===== config.mk =====
export PLATFORM = sky130hd
export DESIGN_NAME = ssdr_ram
export DESIGN_NICKNAME = d
export VERILOG_FILES = /design/src/rtl/ssdr_ram.sv
export SDC_FILE = /design/constraint.sdc
export NUM_CORES = 1
export LEC_CHECK = 0
export CAP_MARGIN = 40
export CORE_UTILIZATION = 40
export CTS_CLUSTER_DIAMETER = 200
export DETAILED_ROUTE_END_ITERATION = 12
export DONT_BUFFER_PORTS = 1
export PLACE_DENSITY = 0.64
export SLEW_MARGIN = 20
export SYNTH_ARGS = -nofsm -noshare
export SYNTH_HDL_FRONTEND = slang
export SYNTH_SLANG_ARGS = --single-unit

===== constraint.sdc =====
create_clock -name clk -period 2.25 [get_ports clk]
set_input_delay 0.1125 -clock clk [delete_from_list [all_inputs] [get_ports clk]]
set_output_delay 0.1125 -clock clk [all_outputs]
set_load 0.05 [all_outputs]

===== src/rtl/ssdr_ram.sv =====
// Generic single-port-write, single-read RAM with registered read data.
// Depends on nothing.
`default_nettype none
module ssdr_ram #(
  parameter int WIDTH = 8,
  parameter int DEPTH = 64
) (
  input wire logic clk,
  input wire logic we,
  input wire logic [$clog2(DEPTH)-1:0] waddr,
  input wire logic [WIDTH-1:0] wdata,
  input wire logic [$clog2(DEPTH)-1:0] raddr,
  output logic [WIDTH-1:0] rdata
);
  logic [WIDTH-1:0] mem [DEPTH];
  always_ff @(posedge clk) begin
    if (we) mem[waddr] <= wdata;
    rdata <= mem[raddr];
  end
endmodule
`default_nettype wire


Word-level counts from Yosys, hierarchy flattened
Memory sizes are Yosys's and may differ from the RTL's. A register that Yosys moved wholly into a read port is not among the register bits.
Index checks and enable logic that the tools add are counted.
{"block": "classes", "n_bitwise": 0, "shifts": 0, "reduce_logical": 0, "mul": 0, "n_div": 0, "add_sub_neg": 0, "n_eq_ne": 0, "n_mux": 2, "n_lt_le_gt_ge": 0}
{"operator": "$mux W1", "count": 2}
{"block": "word_totals", "wordCells": 3, "ramBits": 512, "latch_bits": 0, "register_bits": 0, "n_memories": 1, "in_bits": 22, "romBits": 0}
{"name": "mem", "words": 64, "width": 8, "read_ports": 1, "rd_ports_with_merged_regs": 1, "write_ports": 1, "line": "15", "rtl": "logic [WIDTH-1:0] mem [DEPTH];"}

Depth between registers and ports, before layout
Gate-level depths: netlist (run 1).
{"block": "logic_depth", "depth_word": 2, "ltp_mapped": 9}

Worst setup path before layout (run 1)
Ideal clock, no wire load.
{"block": "synth_timing", "path_type": "input port to flip-flop", "from": "input port raddr[1]", "to": "register rdata[3], read port of mem", "stages": 7, "arrival_ps": 1652, "setup_ps": 128, "slack_ps": 470, "path_buffers": 3, "required_ps": 2122, "cell_sequence": "buf_4 > buf_2 > buf_2 > mux4_2 > mux4_2 > o21ai_1 > o41ai_1"}
{"element": "from (decl)", "line": "12", "rtl": "input wire logic [$clog2(DEPTH)-1:0] raddr,"}
{"element": "to (decl)", "line": "13", "rtl": "output logic [WIDTH-1:0] rdata"}

==> summary.md, run 1 <==
| Metric | Value |
|---|---|
| Std-Cell Core Area | `49,400 sq um` |
| Xor and xnor area share after synthesis | `0%` |
| Worst-Margin Slew | `0.856 ns` |
| Worst Setup End Kind | `flip-flop` |
| Pwr/cell area | `848 nW/um^2` |
| ANT cells | `0` |
| Internal power | `15.9 mW` |
| Initial antenna violation count | `1` |
| Clock power share | `41.3%` |
| DRT Wirelength | `45,100 microns` |
| Top cells by area, synth | `edfxtp_1, mux4_2, nor2_1` |
| Post-CTS Setup Bufs | `0` |
| Status | `completed` |
| Die X | `227 microns` |
| Clk_lat worst skew | `0.58 ns` |
| Starting Density | `40.9%` |
| Cell area after synthesis | `20,200 sq um` |
| Worst EP arrival | `2.57 ns` |
| Critical path buffers and inverters | `0` |
| Iteration-0 DRC Markers | `1,081` |
| Root Driver | `clkbuf_16` |
| Largest stage delay, worst path | `0.48 ns` |
| Final Setup Violations | `0` |
| Pin count of the biggest net entering global routing | `138` |
| RSZ-0062 raised after global routing | `no` |
| IO Pins | `30` |
| Mux cell area share after synthesis | `15.9%` |
| Comb power frac | `4.2%` |
| Critical Path RT | `2.65 ns` |
| Yosys Warn Count | `0` |
| Post-Syn Instances | `940` |
| CTS tree | `done` |
| Yosys reg bits | `520` |
| Total gr overflow | `0` |
| Crit path kind | `flip-flop to flip-flop` |
| Vias in the first global route | `10,007` |
| CTS buffer count | `53` |
| Pre-antenna DRT Iters | `5` |
| Post-Syn Area per Cell | `21.5 sq um` |
| Setup crit start kind | `flip-flop` |
| Fillcell total | `4,011` |
| Residual DRC count | `0` |
| Switching pwr | `4.00 mW` |
| Sw Ratio | `20.1%` |
| Fin Clk Skew | `0.0230 ns` |
| Post-DR wirelength/cell | `25.5 microns` |
| Share of layout cells above drive strength 1 | `28.2%` |
| Sequential share of the synthesized area | `77.0%` |
| Reg clk slew, reported paths | `0.06 ns` |
| Largest delay contributor family on the critical path | `multiplexers` |
| H-tree levels | `2` |
| Clk sinks | `520` |
| Seq pwr share | `54.5%` |
| Pleak | `7.42 nW` |
| Vias | `9,828` |
| Netlist cell types | `40` |
| DP Area | `21,300 sq um` |
| Worst-path cell chain | `mux4_2 > mux2_2 > o221a_2 > nor3_1 > o32ai_1` |
| Largest family of logic cells by synthesized area | `multiplexers` |
| Antenna-violating nets left | `0` |
| CP max stage cell | `mux4_2` |
| Max cap viols | `0` |
| Tot Pwr | `19.9 mW` |
| Synth area leader | `edfxtp_1` |
| F_max | `460 MHz` |
| Most frequent cells in the layout | `edfxtp_1, mux4_2, buf_4, nor2_1, clkbuf_16` |
| Die area | `51,300 sq um` |
| Final worst path period share | `96.7%` |
| Peak supply drop | `0.527 mV` |
| Final TNS setup | `0 ns` |
| Adder-cell share of the synthesized area | `0%` |
| Placement row count | `81` |
| Gr usage total | `18.2%` |
| Compound-Gate Fraction of Synth Area | `2.07%` |
| Slew headroom | `42.7%` |
| Finished Cell Area | `23,400 sq um` |
| Final min period | `2.18 ns` |
| Maximum clock insertion buffer count | `3` |
| Simple-gate share of the synthesized area | `3.39%` |
| Net Count, Synth | `962` |
| Dpl hpwl | `25,800 microns` |
| Synth top area share | `76.2%` |
| IO buf count | `0` |
| First-pass GRT wire length | `66,500 microns` |
| Commonest non-fill, non-tap cell in the layout | `edfxtp_1` |
| Hold Crit Class | `primary input to flip-flop` |
| Area growth from synthesis to layout | `16.1%` |
| Final net count | `1,084` |
| Die Span Y | `227 microns` |
| GPL Wtd Cong | `0.782` |
| Critical path peak fanout | `1` |
| Max-slew violations | `0` |
| Hold Fails Final Rpt | `0` |
| Vias per cell | `5.57` |
[routing by layer]
metal	vias up	routed length (microns)	track usage (%)
li1	4173	-	-
met1	5209	18800	25.0
met2	356	21500	28.7
met3	90	3250	3.85
met4	0	1520	6.32
met5	-	0	0
[cell type report]
| cell class | instances | area, sq um | area share, % |
|---|---|---|---|
| well taps | 664 | 831 | 3.55 |
| clock inverters | 19 | 143 | 0.609 |
| clock buffers | 75 | 1470 | 6.27 |
| multi-input cells | 369 | 4330 | 18.5 |
| repair buffers | 118 | 1110 | 4.75 |
| flip-flops and latches | 520 | 15500 | 66.3 |
[power groups by stage]
stage	logic (mW)	clock network, mW	registers (mW)
floorplan	0.571	0	11.0
global placement	0.574	0	11.0
detailed placement	0.576	0	11.0
CTS	0.844	8.32	10.8
global route	0.884	8.70	10.8
finish	0.839	8.19	10.8
[stage by stage]
step,util (%),instances,hold slack (ns),setup WS (ns)
floorplan,-,940,0.211,0.470
global placement,43.2,1641,0.221,-0.0373
detailed placement,43.2,1641,0.218,-0.106
CTS,47.4,1765,0.00194,0.0242
global route,47.4,1765,0.0163,0.0481
finish,47.4,1765,0.0268,0.0745
[tightest hold or removal path, delay by kind of cell]
family	cells	cell delay [ns]
AND/OR/NAND/NOR	2	0.15
buffers and inverters	1	0.17
[cells by family (layout without fill, tap and decap cells)]
| logic type | Yosys count | after routing |
|---|---|---|
| DFF | 520 | 520 |
| muxes | 162 | 162 |
| and+or+nand+nor | 153 | 153 |
| AOI/OAI and AO/OA | 54 | 54 |
| buffers and inverters | 51 | 212 |
[final timing paths]
check	depth (start not counted)	slack (ns)	to	startpoint
max	5	0.07	rdata[6]	mem[29][6]
min	3	0.03	mem[50][3]	waddr[2]
min reg2reg	4	0.93	rdata[3]	mem[38][3]
max reg2reg	5	0.07	rdata[6]	mem[29][6]
[synth_stat cells]
| master | n |
|---|---|
| clkbuf_1 | 17 |
| o21ai_1 | 2 |
| o21ai_0 | 2 |
| buf_12 | 2 |
| nor2b_1 | 14 |
| o32ai_1 | 2 |
| mux4_2 | 126 |
| a211oi_1 | 4 |
| o221ai_1 | 8 |
| o311ai_1 | 1 |
| buf_4 | 13 |
| buf_1 | 4 |
| o221a_2 | 2 |
| o21a_1 | 2 |
| o2bb2ai_1 | 3 |
| nand3_1 | 13 |
| nor2_1 | 83 |
| nand4_1 | 2 |
| dfxtp_1 | 8 |
| or3_1 | 1 |
| o22ai_1 | 8 |
| o2111ai_1 | 3 |
| buf_2 | 11 |
| a31oi_1 | 1 |
| mux2i_1 | 23 |
| nand3b_1 | 3 |
| nand4b_1 | 1 |
| nand2b_1 | 7 |
| edfxtp_1 | 512 |
| buf_6 | 4 |
| a2111oi_0 | 2 |
| a21oi_1 | 3 |
| nor4_1 | 2 |
| and2_1 | 1 |
| nor3_1 | 7 |
| nand2_1 | 19 |
| a22oi_1 | 3 |
| mux2_2 | 13 |
| a221oi_1 | 6 |
| o41ai_1 | 2 |
[state kept, by name (all words and copies together) (netlist names)]
signal and count:
mem 512, rdata 8
[what timing repair did]
item / in CTS / in global routing
hold buffers: 30 / 0
endpoints found under the setup margin: 1 / 1
hold endpoints to repair: 567 / 0
resized for setup: 1 / 1
(Power assumes the default switching activity.)
==> run 2, diff against run 1 <==
ABC_AREA = 1   (was not set)
==> summary.md, run 2 <==
| Metric | Value |
|---|---|
| Status | `completed` |
| Reg clk slew, reported paths | `0.06 ns (about the same)` |
| Final net count | `1,884 (+74%)` |
| Share of layout cells above drive strength 1 | `8.86% (-19 points)` |
| Tot Pwr | `20.5 mW (+3.2%)` |
| Most frequent cells in the layout | `nand2_1, edfxtp_1, nand3_1, buf_4, clkbuf_16` |
| R2R Path Start | `mem[55][5]` |
| Clk_lat worst skew | `0.60 ns (+0.02 ns)` |
| Synth area leader | `edfxtp_1` |
| Finished Cell Area | `24,200 sq um (+3.5%)` |
| GPL Wtd Cong | `0.839 (+7.3%)` |
| Post-DR wirelength/cell | `20.4 microns (-20%)` |
| First-pass GRT wire length | `82,400 microns (+24%)` |
| Placement row count | `84 (+3.7%)` |
| DRT Wirelength | `53,100 microns (+18%)` |
| Ys async rst share | `0% (unchanged)` |
| DP Area | `22,100 sq um (+3.4%)` |
| Worst EP arrival | `2.57 ns (about the same)` |
| Total gr overflow | `0 (unchanged)` |
| Die Span Y | `233 microns (+2.8%)` |
| Pleak | `8.73 nW (+18%)` |
| Initial antenna violation count | `3 (+2)` |
| Primary FF master, synth | `edfxtp_1` |
| Die X | `233 microns (+2.8%)` |
| Top cells by area, synth | `edfxtp_1, nand2_1, nand3_1` |
| Cell area after synthesis | `21,300 sq um (+5.8%)` |
| Largest register FFs | `512 (unchanged)` |
| Worst Setup End Kind | `flip-flop` |
| RSZ-0062 raised after global routing | `no` |
| Worst hold slack | `0.0304 ns (+0.00358 ns)` |
| Vias per cell | `5.36 (-3.8%)` |
| Commonest non-fill, non-tap cell in the layout | `nand2_1` |
| Sequential share of the synthesized area | `72.8% (-4.2 points)` |
| Final setup margin | `0.225 ns (+0.151 ns)` |
| Largest delay contributor family on the critical path | `buffers and inverters` |
| Pre-CTS setup slack | `0.445 ns (+0.550 ns)` |
| Antenna-violating nets left | `0 (unchanged)` |
| Fin Clk Skew | `0.0117 ns (-0.0113 ns)` |
| Pre-antenna DRT Iters | `5 (unchanged)` |
| Critical Path RT | `2.79 ns (+0.14 ns)` |
| Maximum clock insertion buffer count | `3 (unchanged)` |
| Vias in the first global route | `13,575 (+36%)` |
| Worst-path cell chain | `dlygate4sd3_1 > buf_12 > inv_1 > buf_4 > nand2_1 > nand3_1 > nand3_1 > dlygate4sd3_1 > nand2_1` |
| Crit path kind | `primary input to flip-flop` |
| Pin count of the biggest net entering global routing | `258 (+87%)` |
| Fillcell total | `4,711 (+17%)` |
| Setup crit start kind | `primary input` |
| Area growth from synthesis to layout | `13.6%` |
| Netlist cell types | `16 (-60%)` |
| IO buf count | `0 (unchanged)` |
| Vias | `13,916 (+42%)` |
| Top-count cell post-synth | `nand2_1` |
| Reg area | `15,500 sq um (unchanged)` |
| CTS buffer count | `54 (+1.9%)` |
| Yosys reg bits | `520 (unchanged)` |
| Post-Syn Area per Cell | `11.8 sq um (-45%)` |
| Yosys Warn Count | `0 (unchanged)` |
| Hold Crit Class | `primary input to flip-flop` |
| Max cap viols | `0 (unchanged)` |
| Critical path peak fanout | `30 (+29)` |
| Largest regs | `mem x512, rdata x8` |
| Max-slew violations | `0 (unchanged)` |
| Hold Fails Final Rpt | `0 (unchanged)` |
| Clk sinks | `520 (unchanged)` |
| Post-CTS Setup Bufs | `0 (unchanged)` |
| Final TNS setup | `0 ns (unchanged)` |
| Net Count, Synth | `1,827 (+90%)` |
| Post-synth EDFFs | `512 (unchanged)` |
| Die area | `54,300 sq um (+5.8%)` |
| Critical path buffers and inverters | `5 (+5)` |
| Residual DRC count | `0 (unchanged)` |
| H-tree levels | `2 (unchanged)` |
| Dpl hpwl | `29,100 microns (+13%)` |
| CP max stage cell | `dlygate4sd3_1` |
| Root Driver | `clkbuf_16` |
| Pwr/cell area | `846 nW/um^2 (-0.29%)` |
| Gr usage total | `20.1% (+2.0 points)` |
| Peak supply drop | `0.673 mV (+28%)` |
| CTS tree | `done` |
| Slew headroom | `54.0% (+11 points)` |
| IO Pins | `30 (unchanged)` |
| Hold Crit Start | `we` |
| Post-Syn Instances | `1,805 (+92%)` |
| F_max | `494 MHz (+7.5%)` |
| Cells after DPL | `2,462 (+50%)` |
| Std-Cell Core Area | `52,700 sq um (+6.7%)` |
| Area taken by multi-input logic gates | `4950 sq um (+14%)` |
| Final Setup Violations | `0 (unchanged)` |
| Iteration-0 DRC Markers | `1,440 (+33%)` |
| Critical Path Source | `raddr[3]` |
| Resize count post-CTS | `0 (-1)` |
| Synth cell count leaders | `nand2_1, edfxtp_1, nand3_1` |
| Largest Register | `mem` |
| Post-Layout Cell Count | `2,597 (+47%)` |
| Largest stage delay, worst path | `0.60 ns (+0.12 ns)` |
| Final worst path period share | `90.0% (-6.7 points)` |
| Worst-Margin Slew | `0.688 ns (-0.168 ns)` |
| Final Core Density | `46.0% (-1.4 points)` |
| Starting Density | `40.5% (-0.33 points)` |
| Final min period | `2.02 ns (-0.151 ns)` |
| Synth top area share | `72.0% (-4.2 points)` |
-- run 2: worst reg2reg max path, stage by stage, from the launching register on --
cell,delay (ns)
edfxtp_1,0.35
nand2_1,0.07
nand3_1,0.11
nand3_1,0.10
nand2_1,0.06
nand2_1,0.08
nand3_1,0.15
nand3_1,0.14
dlygate4sd3_1,0.55
nand2_1,0.05
-- run 2: final cells by class --
cell class                      count  share of cell area, %
Inverter                           12                  0.217
Clock inverter                     33                  0.945
Antenna cell                        1                 0.0103
Multi-Input combinational cell   1160                   20.4
Timing Repair Buffer              114                   4.69
Clock buffer                       69                   6.07
Sequential cell                   520                   64.1
Tap cell                          688                   3.55
-- run 2: final timing paths --
path | end | slack, ns | cells after the start
worst max register to register | rdata[5] | 0.49 | 9
worst min-delay path | mem[33][2] | 0.03 | 3
worst max-delay path | rdata[5] | 0.23 | 9
worst min register to register | rdata[7] | 0.85 | 8
-- run 2: where the power goes --
part           switching, mW  internal [mW]
Combinational          0.765          0.341
Sequential             0.107           10.7
Clock                   3.62           4.94
Total                   4.49           16.0
-- run 2: cells by family after synthesis --
family                 synth area share (%)
buffers and inverters                  4.02
DFF                                    72.8
and+or+nand+nor                        23.2
-- run 2: what timing repair did --
item,in CTS,in global routing
setup endpoints to repair,0,1
endpoints found under the hold margin,579,0
hold buffers,33,0
-- run 2: metal layers --
metal | global-route usage, % | part of all wire [%] | vias to the layer above
li1 | - | - | 6465
met1 | 28.0 | 43 | 6831
met2 | 31.5 | 47 | 518
met3 | 3.47 | 7.7 | 100
met4 | 7.64 | 3.0 | 2
met5 | 0 | 0.034 | -
==> run 3, diff against run 2 <==
CORE_UTILIZATION = 50   (was 40)
PLACE_DENSITY = 0.73   (was 0.64)
==> summary.md, run 3 (synthesized netlist as in run 2, its figures left out) <==
| Metric | Value |
|---|---|
| Slew headroom | `46.5% (-7.4 points)` |
| Critical path peak fanout | `1 (-97%)` |
| Sw Ratio | `21.9% (about the same)` |
| DRT Wirelength | `53,300 microns (+0.42%)` |
| Vias in the first global route | `13,768 (+1.4%)` |
| Final worst path period share | `86.1% (-3.9 points)` |
| Internal power | `15.5 mW (-3.1%)` |
| Most frequent cells in the layout | `nand2_1, edfxtp_1, nand3_1, buf_4, nor2_1` |
| Hold Crit Start | `raddr[2]` |
| Met3 WL | `5380 microns (+31%)` |
| Pre-antenna DRT Iters | `5 (unchanged)` |
| Status | `completed` |
| Iteration-0 DRC Markers | `1,666 (+16%)` |
| Peak supply drop | `0.586 mV (-13%)` |
| Post-DR wirelength/cell | `21.8 microns (+6.7%)` |
| Initial antenna violation count | `1 (-2)` |
| Pre-CTS setup slack | `0.584 ns (+0.140 ns)` |
| Die Span Y | `209 microns (-10%)` |
| Total gr overflow | `0 (unchanged)` |
| Fillcell total | `3,335 (-29%)` |
| Hold Fails Final Rpt | `0 (unchanged)` |
| CTS tree | `done` |
| Vias | `14,089 (+1.2%)` |
| Worst EP arrival | `2.40 ns (-0.17 ns)` |
| Met2 wire len | `25,100 microns (+1.8%)` |
| H-tree levels | `2 (unchanged)` |
| Die X | `209 microns (-10%)` |
| Fin Clk Skew | `0.0258 ns (+0.0141 ns)` |
| Critical Path RT | `2.71 ns (-0.08 ns)` |
| Share of layout cells above drive strength 1 | `8.57% (-0.29 points)` |
| F_max | `516 MHz (+4.5%)` |
| Worst Setup End Kind | `flip-flop` |
| Final net count | `1,887 (+0.16%)` |
| Max-slew violations | `0 (unchanged)` |
| Worst-case reg-to-reg path depth | `9 (unchanged)` |
| Switching pwr | `4.35 mW (-3.1%)` |
| Root Driver | `clkbuf_16` |
| Placement row count | `75 (-11%)` |
| Crit path kind | `flip-flop to flip-flop` |
| Gr usage total | `24.7% (+4.6 points)` |
| R2R Path End | `rdata[3]` |
| RSZ-0062 raised after global routing | `no` |
| IO buf count | `0 (unchanged)` |
| Largest regs | `mem x512, rdata x8` |
| Commonest non-fill, non-tap cell in the layout | `nand2_1` |
| Clk sinks | `520 (unchanged)` |
| Hold Path Stages | `6 (+3)` |
| Met1 WL | `21,100 microns (-6.9%)` |
| CTS buffer count | `51 (-5.6%)` |
| Uppermost layer routed | `met4` |
| Starting Density | `50.8% (+10 points)` |
| Dpl hpwl | `28,900 microns (-0.73%)` |
| First-pass GRT wire length | `80,600 microns (-2.2%)` |
| Seq pwr share | `54.6% (+1.8 points)` |
| Post-CTS Setup Bufs | `0 (unchanged)` |
| Final Setup Violations | `0 (unchanged)` |
| Worst Hold End | `rdata[0]` |
| Max cap viols | `0 (unchanged)` |
| Largest Register | `mem` |
| Antenna-violating nets left | `0 (unchanged)` |
| Reg clk slew, reported paths | `0.06 ns (about the same)` |
| Hold Crit Class | `primary input to flip-flop` |
| R2R Path Start | `mem[34][3]` |
| Clock power share | `39.8% (-2.0 points)` |
| Setup crit start kind | `flip-flop` |
| Pwr/cell area | `829 nW/um^2 (-2.0%)` |
| GPL Wtd Cong | `0.828 (-1.3%)` |
| Vias per cell | `5.76 (+7.5%)` |
| Pleak | `8.69 nW (-0.36%)` |
| Final setup margin | `0.312 ns (+0.0871 ns)` |
| Area taken by multi-input logic gates | `4960 sq um (+0.30%)` |
| IO Pins | `30 (unchanged)` |
| Pin count of the biggest net entering global routing | `258 (unchanged)` |
| Clk_lat worst skew | `0.60 ns (about the same)` |
| Comb power frac | `5.6% (+0.2 points)` |
| Die area | `43,500 sq um (-20%)` |
| R2r setup slk | `0.31 ns (-0.18 ns)` |
| Maximum clock insertion buffer count | `3 (unchanged)` |
| Worst-Margin Slew | `0.799 ns (+0.111 ns)` |
| Reg area | `15,500 sq um (unchanged)` |
| Area growth from synthesis to layout | `12.3%` |
| Final min period | `1.94 ns (-0.0871 ns)` |
| Final TNS setup | `0 ns (unchanged)` |
| Std-Cell Core Area | `42,000 sq um (-20%)` |
| Residual DRC count | `0 (unchanged)` |
| Largest register FFs | `512 (unchanged)` |
run 3: worst max path at each step:
stage	from	endpoint	slack, ns	cells past startpoint
final	mem[34][3]	rdata[3]	0.31	9
after CTS	mem[55][7]	rdata[7]	0.02	10
after global routing	mem[34][3]	rdata[3]	0.27	9
after floorplan	we	mem[48][0]	0.37	3
after global placement	raddr[1]	rdata[5]	0.56	9
after detailed placement	raddr[1]	rdata[1]	0.58	9
run 3: timing repair:
| action | CTS | global route |
|---|---|---|
| hold buffers | 32 | 0 |
| hold endpoints to repair | 576 | 0 |
| setup endpoints to repair | 0 | 2 |
| gates resized for setup | 0 | 4 |
run 3: area by class of cell:
class | count | share of cell area, %
antenna | 3 | 0.0313
clock buffer | 70 | 5.71
clock inverter | 21 | 0.585
inverter | 12 | 0.219
multi-input combinational | 1160 | 20.7
sequential | 520 | 64.8
tap | 539 | 2.81
timing repair buffer | 120 | 5.12
run 3: critical path, cell delays in order, from the launching register on:
cell and delay (ns):
edfxtp_1 0.37, nand2_1 0.07, nand3_1 0.08, nand3_1 0.13
nand2_1 0.06, nand2_1 0.07, nand3_1 0.22, nand3_1 0.18
nand2_1 0.06, dlygate4sd3_1 0.57
run 3: metal layers:
| metal | up-vias | global-route usage [%] |
|---|---|---|
| li1 | 6470 | - |
| met1 | 6857 | 32.8 |
| met2 | 660 | 39.5 |
| met3 | 102 | 6.10 |
| met4 | 0 | 9.74 |
| met5 | - | 0 |
run 3: stage by stage:
stage	std cells	area, sq um	power (mW)	utilization [%]	hold WS [ns]
after global placement	2319	22000	11.9	52.2	0.219
after CTS	2442	23900	19.9	56.9	0.00490
after global routing	2442	24000	20.4	57.0	0.0610
after floorplan	1805	21300	11.8	-	0.211
after detailed placement	2319	22000	11.9	52.2	0.216
final	2445	24000	19.9	57.0	0.0286
run 3: power groups by stage:
stage          clock [mW]  sequential, mW  combinational [mW]
2_1_floorplan           0            11.0               0.753
3_3_place_gp            0            11.0               0.805
6_report             7.91            10.8                1.11
5_1_grt              8.33            10.8                1.21
3_5_place_dp            0            11.0               0.817
4_1_cts              8.00            10.8                1.10
